===== config.mk =====
export PLATFORM = sky130hd
export DESIGN_NAME = fdsc_ctrl
export DESIGN_NICKNAME = d
export VERILOG_FILES = /design/src/rtl/core/fdsc_pkg.sv /design/src/rtl/core/fdsc_ctrl.sv
export SDC_FILE = /design/constraint.sdc
export NUM_CORES = 1
export LEC_CHECK = 0
export BUFFER_PORTS_ARGS = -buffer_cell sky130_fd_sc_hd__buf_2
export CORE_MARGIN = 4
export CORE_UTILIZATION = 52
export CTS_CLUSTER_DIAMETER = 30
export CTS_CLUSTER_SIZE = 25
export DETAILED_ROUTE_END_ITERATION = 6
export GPL_TIMING_DRIVEN = 1
export PLACE_DENSITY = 0.88
export SLEW_MARGIN = 40
export SYNTH_ARGS = -nofsm -noshare
export SYNTH_HDL_FRONTEND = slang
export SYNTH_SLANG_ARGS = --single-unit

===== constraint.sdc =====
create_clock -name clk_i -period 2.5 [get_ports clk_i]
set_input_delay 0.5 -clock clk_i [delete_from_list [all_inputs] [get_ports clk_i]]
set_output_delay 0.5 -clock clk_i [all_outputs]
set_load 0.02 [all_outputs]

===== src/rtl/core/fdsc_pkg.sv =====
`timescale 1ns / 1ps

package fdsc_pkg;

  localparam int DataW   = 32;
  localparam int RateW   = 16;
  localparam int CfgIdxW = 2;
  localparam int FracW   = 16;

  localparam logic [CfgIdxW-1:0] CFG_TICK_RATE  = 2'd0;
  localparam logic [CfgIdxW-1:0] CFG_SPEED_RATE = 2'd1;
  localparam logic [CfgIdxW-1:0] CFG_DEBUG_RATE = 2'd2;

  localparam logic [DataW-1:0] TICK_RATE_RST  = 32'd10000000;
  localparam logic [RateW-1:0] SPEED_RATE_RST = 16'd256;
  localparam logic [RateW-1:0] DEBUG_RATE_RST = 16'd256;

  typedef struct packed {
    logic accept;
    logic update;
    logic check;
    logic div_start;
    logic div_avg;
    logic avg_take;
    logic sec_take;
    logic mul_a;
    logic mul_b;
    logic load_out;
  } fdsc_cmd_t;

  typedef struct packed {
    logic clamp;
    logic div_done;
  } fdsc_status_t;

endpackage


===== src/rtl/core/fdsc_ctrl.sv =====
`timescale 1ns / 1ps

module fdsc_ctrl (
  input  logic                 clk_i,
  input  logic                 rst_ni,
  input  logic                 s_tvalid_i,
  output logic                 s_tready_o,
  output logic                 m_tvalid_o,
  input  logic                 m_tready_i,
  input  fdsc_pkg::fdsc_status_t status_i,
  output fdsc_pkg::fdsc_cmd_t    cmd_o
);

  import fdsc_pkg::*;

  typedef enum logic [10:0] {
    S_IDLE     = 11'b000_0000_0001,
    S_UPDATE   = 11'b000_0000_0010,
    S_CHECK    = 11'b000_0000_0100,
    S_SELECT   = 11'b000_0000_1000,
    S_AVG_WAIT = 11'b000_0001_0000,
    S_SEC_GO   = 11'b000_0010_0000,
    S_SEC_WAIT = 11'b000_0100_0000,
    S_MUL_A    = 11'b000_1000_0000,
    S_MUL_B    = 11'b001_0000_0000,
    S_FINISH   = 11'b010_0000_0000,
    S_SPARE    = 11'b100_0000_0000
  } fdsc_state_e;

  fdsc_state_e state_q, state_d;
  logic        m_valid_q, m_valid_d;
  fdsc_cmd_t   cmd;

  always_comb begin
    state_d   = state_q;
    cmd       = '0;
    m_valid_d = m_valid_q & ~m_tready_i;
    unique case (state_q)
      S_IDLE: begin
        if (s_tvalid_i) begin
          cmd.accept = 1'b1;
          state_d    = S_UPDATE;
        end
      end
      S_UPDATE: begin
        cmd.update = 1'b1;
        state_d    = S_CHECK;
      end
      S_CHECK: begin
        cmd.check = 1'b1;
        state_d   = S_SELECT;
      end
      S_SELECT: begin
        cmd.div_start = 1'b1;
        cmd.div_avg   = status_i.clamp;
        state_d       = status_i.clamp ? S_AVG_WAIT : S_SEC_WAIT;
      end
      S_AVG_WAIT: begin
        if (status_i.div_done) begin
          cmd.avg_take = 1'b1;
          state_d      = S_SEC_GO;
        end
      end
      S_SEC_GO: begin
        cmd.div_start = 1'b1;
        state_d       = S_SEC_WAIT;
      end
      S_SEC_WAIT: begin
        if (status_i.div_done) begin
          cmd.sec_take = 1'b1;
          state_d      = S_MUL_A;
        end
      end
      S_MUL_A: begin
        cmd.mul_a = 1'b1;
        state_d   = S_MUL_B;
      end
      S_MUL_B: begin
        cmd.mul_b = 1'b1;
        state_d   = S_FINISH;
      end
      S_FINISH: begin
        if (!m_valid_q || m_tready_i) begin
          cmd.load_out = 1'b1;
          m_valid_d    = 1'b1;
          state_d      = S_IDLE;
        end
      end
      default: state_d = S_IDLE;
    endcase
  end

  always_ff @(posedge clk_i or negedge rst_ni) begin
    if (!rst_ni) begin
      state_q   <= S_IDLE;
      m_valid_q <= 1'b0;
    end else begin
      state_q   <= state_d;
      m_valid_q <= m_valid_d;
    end
  end

  assign s_tready_o = (state_q == S_IDLE);
  assign m_tvalid_o = m_valid_q;
  assign cmd_o      = cmd;

endmodule


# --- Word level (Yosys, flattened, before mapping) ---
# Cells that the tools add are included.
totals:
  inputBits: 6
  out_inout_bits: 12
  register_bits: 12
op_classes:
  reduce_logical: 4
  bitwise_logic: 2
  eq_ne: 14
  mux: 21
op_table:
  columns: ["cell", "count"]
  rows:
  - ["$pmux W11 S10", 1]
  - ["$mux W11", 4]
  - ["$mux W1", 15]
  - ["$eq A11 B1 Y1 const B", 1]
  - ["$eq A11 B10 Y1 const B", 1]
  - ["$eq A11 B2 Y1 const B", 1]
  - ["$eq A11 B3 Y1 const B", 1]
  - ["$eq A11 B4 Y1 const B", 1]
  - ["$eq A11 B5 Y1 const B", 1]
  - ["$eq A11 B6 Y1 const B", 1]
  - ["$eq A11 B7 Y1 const B", 1]
  - ["$eq A11 B8 Y1 const B", 1]
  - ["$eq A11 B9 Y1 const B", 1]
  - ["$ne A2 B2 Y1 const B", 4]
  - ["$mux W7", 1]
  - ["$reduce_and A4 Y1", 1]
  - ["$reduce_or A2 Y1", 1]
  - ["$and A1 B1 Y1", 1]
  - ["$logic_not A1 Y1", 1]
  - ["$logic_or A1 B1 Y1", 1]
  - ["$not A1 Y1", 1]

# --- Longest topological paths before layout ---
# Gate-level depths: netlist of run 1.
depth:
  word_depth: 4
  depth_mapped: 5
  ltp_nobuf: 4

# --- Worst setup path before layout of run 1 ---
# No wires, ideal clock.
synth_path:
  path_kind: "reg-to-output"
  start: "register state_q[2]"
  end: "output port cmd_o[2] (netlist bit)"
  slack_ns: 0.339
  path_stages_with_launch: 5
  n_path_buf: 1
  t_arrival_ns: 1.661
  cell_sequence: "dfrtp_1 buf_6 nor4_1 nand2_1 nor4bb_1"
synth_lines:
  columns: ["element", "line_no", "source"]
  rows:
  - ["start, declared", "fdsc_ctrl.sv:30", "fdsc_state_e state_q, state_d;"]
  - ["start signal, assigned", "fdsc_ctrl.sv:98", "state_q <= state_d;"]
  - ["end, declared", "fdsc_ctrl.sv:11", "output fdsc_pkg::fdsc_cmd_t cmd_o"]

==> run metrics, run 1 <==
final cell count without fillers=120; net count of the mapped netlist=between 80 and 90; worst slew margin relative to its limit=0.691; total power density per cell area=roughly 800 mW/mm^2; data arrival time of the worst path=2000 ps; DP Wirelength=about 1200 microns; Port Buffers=17; global placement routability congestion=around 0.87; highest net fanout along the worst path=9; Die W=between 40 and 50 microns; share of post-route cells with drive strength above 1=0.429; number of vias after detailed routing=742; maximum VDD drop=slightly above 0.0007 V; fin worst setup slack=-1.36 ps; Fin. Hold Viols=0; Max Clock Freq=400 MHz; Max Buffers Root-to-Sink=2; total leakage power=between 0.0004 and 0.0005 uW; total number of yosys warnings=0; total of flip-flops plus latches after synthesis=11; crit path launch type=register; sum of overflow across all layers after global routing=0; area of the mapped netlist=~800 sq um; wire length of the first global-routing pass=~2800 microns; detailed-route DRC error count=0; clock sink count=11; Core Rows=13; Max Transition Viols Final=0; endpoint type of the worst setup path=output port; result of the run=finished with violations; DRT iter0 DRCs=15; number of enable flip-flop cells after synthesis=0; Worst Setup Path Type=reg2out; largest net degree at the start of global routing=14; total number of H-tree levels=1; Clk Latency, worst-skew pair=approximately 270 ps; violated checks=negative setup slack; required time worst endpoint=approximately 2000 ps; number of antenna violations at the first check in global routing=0; CTS Buf Count=3; average via count per standard cell=just over 6; total core area=0.00138 sq mm; Die Y=about 47 microns; fraction of synthesis flops using an asynchronous set or reset pin=1.00; routed wirelength normalized by instance count=between 15 and 20 microns; Root Buffer=sky130_fd_sc_hd__clkbuf_4; final-stage net count=112; vias in the first global route=approximately 650; DRT Pass-1 Iters=4; final period demand of the worst path=approximately 2500 ps; combinational family with the most area after synthesis=simple AND/OR/NAND/NOR gates; simple-gate share of the synthesized area=0.444; number of distinct library cell variants in the gate-level netlist after synthesis=34; Initial Utilization=0.579; number of max-cap violations=0; setup repair after global routing missed its margin=true; share of the synthesized netlist area taken by xor and xnor gates=0.0438; fraction of the yosys area taken by sequential cells=0.345; average instance area after synthesis=just under 10 sq um; Post-CTS Hold Fix Bufs=0; Tightest Hold Check Type=in2async; fraction of the cycle the final worst path needs=1.00; area grow syn2layout=18.8%; primary flip-flop cell chosen by synthesis mapping=sky130_fd_sc_hd__dfrtp_1; slew at the pin closest to its max-slew limit=about 460 ps; clock-pin slew reported for the worst setup and hold paths after clock tree synthesis=about 70 ps; number of endpoints failing setup at the final stage=1; number of antenna cells inserted=0; overall routing resource usage=0.188; # IOs=18; synthesized-area fraction occupied by ao, oa, aoi and oai cells=0.0875; Syn Inst Count=83; placed instance count=between 100 and 150; adder and majority gate portion of the synthesized area=0; multiplexer share of the synthesized area=0; post-detailed-routing wire length=2030 microns; die area=about 0.0022 sq mm; Max Clock Skew=between 1 and 1.5 ps; clock tree from TritonCTS=yes; post-route ant nets=0; worst hold slack across all endpoints=just under 90 ps
routing by layer:
metal  vias up  part of all wire  global-route usage
li1        348                 -                   -
met1       356              0.43               0.230
met2        34              0.49               0.294
met3         4             0.067              0.0613
met4         0             0.012              0.0939
met5         -                 0                   0
layout by cell type, fill, tap and decap left out:
cell type,count
sky130_fd_sc_hd__a211oi_1,1
sky130_fd_sc_hd__nand2b_1,2
sky130_fd_sc_hd__and4bb_1,1
sky130_fd_sc_hd__nand3_1,2
sky130_fd_sc_hd__nand4b_1,1
sky130_fd_sc_hd__dfrtp_1,7
sky130_fd_sc_hd__and2b_2,1
sky130_fd_sc_hd__dfstp_2,1
sky130_fd_sc_hd__a21bo_2,1
sky130_fd_sc_hd__and4b_2,2
sky130_fd_sc_hd__inv_1,2
sky130_fd_sc_hd__clkbuf_1,1
sky130_fd_sc_hd__or2b_1,1
sky130_fd_sc_hd__nor2b_1,5
sky130_fd_sc_hd__o32ai_1,1
sky130_fd_sc_hd__and2_1,3
sky130_fd_sc_hd__nor2_1,9
sky130_fd_sc_hd__nand4_1,4
sky130_fd_sc_hd__dfrtp_2,3
sky130_fd_sc_hd__a211o_1,1
sky130_fd_sc_hd__o211ai_1,1
sky130_fd_sc_hd__nor4b_1,1
sky130_fd_sc_hd__buf_2,15
sky130_fd_sc_hd__nor4_2,2
sky130_fd_sc_hd__clkbuf_4,3
sky130_fd_sc_hd__nor3_1,2
sky130_fd_sc_hd__xnor2_1,2
sky130_fd_sc_hd__and4_2,4
sky130_fd_sc_hd__nor4_4,2
sky130_fd_sc_hd__or4_4,1
sky130_fd_sc_hd__nand2_1,4
sky130_fd_sc_hd__nor2_2,1
sky130_fd_sc_hd__nor4bb_1,2
sky130_fd_sc_hd__xor2_1,2
sky130_fd_sc_hd__o21ai_0,3
sky130_fd_sc_hd__a21oi_1,1
sky130_fd_sc_hd__buf_4,9
sky130_fd_sc_hd__a21o_1,1
per-stage QoR:
stage	instance area [sq um]	setup TNS (ps)	util	setup WS, ps	total power, uW
floorplan	801	0	-	339	496
global placement	856	0	0.619	386	549
detailed placement	856	0	0.619	330	555
CTS	882	0	0.638	35.2	682
global route	951	-218	0.688	-71.0	794
finish	951	-1.36	0.688	-1.36	740
registers in the layout, indices dropped and copies added (netlist names):
register and cells:
state_q 10, m_tvalid_o 1
critical path: stages (launching register included):
cell	delay [ps]
sky130_fd_sc_hd__dfrtp_1	500
sky130_fd_sc_hd__or4_4	480
sky130_fd_sc_hd__nor4_4	340
sky130_fd_sc_hd__and4_2	270
sky130_fd_sc_hd__buf_4	140
cells by family (layout without fill, tap and decap cells):
kind of cell | count (synthesis) | after routing
buf+inv | 8 | 30
xor+xnor | 4 | 4
flops | 11 | 11
compound gates | 10 | 10
simple gates | 50 | 50
area by class of cell:
cell class | instances | area, sq um
timing repair buffer | 24 | 143
sequential | 11 | 280
fill | 103 | 432
inverter | 2 | 7.51
clock buffer | 4 | 26.3
multi-input combinational | 64 | 475
tap | 15 | 18.8
power breakdown:
group | leakage [uW] | internal, uW | switching, uW
Sequential | 0.000144 | 207 | 51.8
Combinational | 0.000328 | 168 | 189
Clock | 0.0000150 | 61.8 | 62.4
Total | 0.000487 | 437 | 303
cell usage after synthesis, drive strengths merged, types with 2 or more instances:
| cell | n | area, sq um |
|---|---|---|
| dfrtp | 10 | 250 |
| nand3 | 2 | 10.0 |
| and4b | 2 | 22.5 |
| nor2b | 5 | 31.3 |
| nor3 | 2 | 10.0 |
| and2 | 3 | 18.8 |
| xor2 | 2 | 17.5 |
| xnor2 | 2 | 17.5 |
| nor4bb | 2 | 20.0 |
| nand2b | 2 | 12.5 |
| nor4 | 4 | 55.1 |
| buf | 6 | 56.3 |
| o21ai | 3 | 15.0 |
| inv | 2 | 7.51 |
| nor2 | 10 | 37.5 |
| nand4 | 4 | 25.0 |
| nand2 | 4 | 15.0 |
| and4 | 4 | 40.0 |
worst paths after layout:
kind / from / cells past startpoint / slack, ps / endpoint
worst max-delay path: state_q[3]$_DFFE_PN0P_ / 4 / -1 / cmd_o[4]
worst min-delay path: rst_ni / 1 / 90 / state_q[6]$_DFFE_PN0P_
worst max register to register: state_q[3]$_DFFE_PN0P_ / 5 / 650 / state_q[6]$_DFFE_PN0P_
worst min register to register: state_q[2]$_DFFE_PN0P_ / 2 / 680 / state_q[9]$_DFFE_PN0P_
max in group asynchronous: rst_ni / 1 / 2150 / state_q[0]$_DFFE_PN1P_
min in group clk_i: s_tvalid_i / 2 / 410 / state_q[0]$_DFFE_PN1P_
repair_timing:
action                                 4_1_cts  5_1_grt
resized for setup                            0        8
setup endpoints to repair                    0        6
buffers inserted                             0        6
endpoints found under the hold margin        0        0
Power figures use the tool's default switching activity.
==> run 2: changes to the inputs <==
--- a/constraint.sdc
+++ b/constraint.sdc
@@ -3,2 +3,2 @@
 set_output_delay 0.5 -clock clk_i [all_outputs]
-set_load 0.02 [all_outputs]
+set_load 0.005 [all_outputs]
==> run metrics, run 2 (synthesized netlist as in run 1, its figures left out) <==
Core Rows=13 (unchanged); Die Y=47.2 microns (unchanged); final period demand of the worst path=2360 ps (-138 ps); number of endpoints failing setup at the final stage=0 (-1); post-layout util=0.649 (-0.0389); crit path launch type=register; DRT iter0 DRCs=25 (+10); number of antenna violations at the first check in global routing=0 (unchanged); Largest register FFs=10 (unchanged); fraction of the cycle the final worst path needs=0.945 (-0.0554); slew at the pin closest to its max-slew limit=453 ps (-11.3 ps); post-route ant nets=0 (unchanged); clock-pin slew reported for the worst setup and hold paths after clock tree synthesis=80 ps (about the same); reg-to-reg critical path startpoint=state_q[2]$_DFFE_PN0P_; depth of the worst register-to-register path=5 (unchanged); Tightest Hold Check Type=in2async; total leakage power=0.000459 uW (-5.6%); combinational fraction of design power=0.425 (-0.057); longest individual stage delay on the worst path=540 ps (+40 ps); Critical path origin=state_q[2]$_DFFE_PN0P_; # IOs=18 (unchanged); post-detailed-routing wire length=1660 microns (-18%); commonest cells after routing, fill and taps aside=17 x sky130_fd_sc_hd__buf_2, 10 x sky130_fd_sc_hd__dfrtp_1, 9 x sky130_fd_sc_hd__nor2_1; Clk Latency, worst-skew pair=270 ps (about the same); cell family with most CP delay=simple AND/OR/NAND/NOR gates; total core area=0.00138 sq mm (unchanged); Initial Utilization=0.579 (unchanged); data arrival time of the worst path=1860 ps (-140 ps); global placement routability congestion=0.877 (+1.1%); total number of H-tree levels=1 (unchanged); largest net degree at the start of global routing=14 (unchanged); Most flops, register=state_q; switching fraction of total power=0.379 (-0.0306); DP Wirelength=1270 microns (+2.1%); endpoint type of the worst setup path=output port; area grow syn2layout=12.0%; clock sink count=11 (unchanged); Max Buffers Root-to-Sink=2 (unchanged); detailed-route DRC error count=0 (unchanged); internal power contribution=417 uW (-4.6%); net switching power=254 uW (-16%); clock tree from TritonCTS=yes; result of the run=complete, no violations; most common cell after layout, fill and taps aside=sky130_fd_sc_hd__buf_2; Bufs and invs on worst path=1 (unchanged); Worst Setup Path Type=reg2out; sum of overflow across all layers after global routing=0 (unchanged); average via count per standard cell=6.17 (-0.27%); power share of the sequential group=0.386 (+0.036); number of vias after detailed routing=703 (-5.3%); Root Buffer=sky130_fd_sc_hd__clkbuf_4; total power density per cell area=748 mW/mm^2 (-3.8%); Die W=47.2 microns (unchanged); die area=0.00223 sq mm (unchanged); setup repair after global routing missed its margin=false; routed wirelength normalized by instance count=14.5 microns (-14%); CP max-delay cell=sky130_fd_sc_hd__or4_4; final cell count without fillers=114 (-5.0%); cell-by-cell listing of the critical path=or4_4 -> nor4_4 -> and4_2 -> buf_2; Max Transition Viols Final=0 (unchanged); sum of negative setup slack=0 ps (+1.36 ps); CTS Buf Count=3 (unchanged); Post-CTS Hold Fix Bufs=0 (unchanged); worst slew margin relative to its limit=0.698 (+0.00751); vias in the first global route=648 (+0.47%); logic depth of the worst path, buffers included=4 (unchanged); maximum VDD drop=0.000452 V (-37%); placed instance count=109 (-0.91%); Port Buffers=17 (unchanged); required time worst endpoint=2000 ps (about the same); highest net fanout along the worst path=9 (unchanged); Fin. Hold Viols=0 (unchanged); power share of the clock group=0.189 (+0.021); Max Clock Skew=5.71 ps (+4.36 ps); DRT Pass-1 Iters=4 (unchanged); final-stage net count=106 (-5.4%); Max Clock Freq=423 MHz (+5.9%); overall routing resource usage=0.175 (-0.0127); number of max-cap violations=0 (unchanged); wire length of the first global-routing pass=2770 microns (-2.4%); number of antenna cells inserted=0 (unchanged); share of post-route cells with drive strength above 1=0.364 (-0.0649)
==> run 2: changes by cell type in the layout (fill, tap and decap cells not counted), sizes merged <==
cell  change
buf       -6
==> run 2: metal layers <==
layer	GRT usage	vias up	wire length, microns
li1	-	337	-
met1	0.229	341	715
met2	0.281	21	809
met3	0.0268	4	106
met4	0.0829	0	26
met5	0	-	0
==> run 2: final timing paths <==
path,endpoint,slack [ps]
setup / recovery,cmd_o[4],140
hold / removal,m_tvalid_o$_DFF_PN0_,90
setup reg to reg,state_q[6]$_DFFE_PN0P_,740
hold reg to reg,m_tvalid_o$_DFF_PN0_,690
max in group asynchronous,state_q[0]$_DFFE_PN1P_,2140
min in group clk_i,state_q[0]$_DFFE_PN1P_,400
==> run 2: layout make-up <==
cell class	instances	area (sq um)
tap	15	18.8
multi-input combinational	64	475
inverter	2	7.51
timing repair buffer	18	92.6
clock buffer	4	26.3
fill	104	485
sequential	11	277
==> run 2: worst reg2reg max path: stages (launching register included) <==
cell                       delay (ps)
sky130_fd_sc_hd__dfrtp_1          490
sky130_fd_sc_hd__or4_4            550
sky130_fd_sc_hd__nor4_4           190
sky130_fd_sc_hd__buf_4            170
sky130_fd_sc_hd__and4bb_1         200
sky130_fd_sc_hd__a211o_1          100
==> run 2: power by group through the flow <==
stage / combinational [uW] / clock, uW / sequential [uW]
2_1_floorplan: 225 / 0 / 240
3_3_place_gp: 259 / 0 / 257
3_5_place_dp: 268 / 0 / 260
4_1_cts: 269 / 128 / 256
5_1_grt: 320 / 135 / 265
6_report: 285 / 127 / 259
==> run 2: what timing repair did <==
action	CTS	global route
resized for setup	0	3
setup endpoints to repair	0	4
setup buffers	0	1
==> run 2: per-stage QoR <==
stage / worst slack [ps] / area, sq um / hold slack [ps] / power (uW)
detailed placement: 392 / 848 / 387 / 527
CTS: 91.8 / 875 / 91.3 / 653
global placement: 440 / 848 / 385 / 516
finish: 137 / 897 / 85.4 / 671
global route: 38.6 / 897 / 96.0 / 720
floorplan: 571 / 801 / 204 / 465
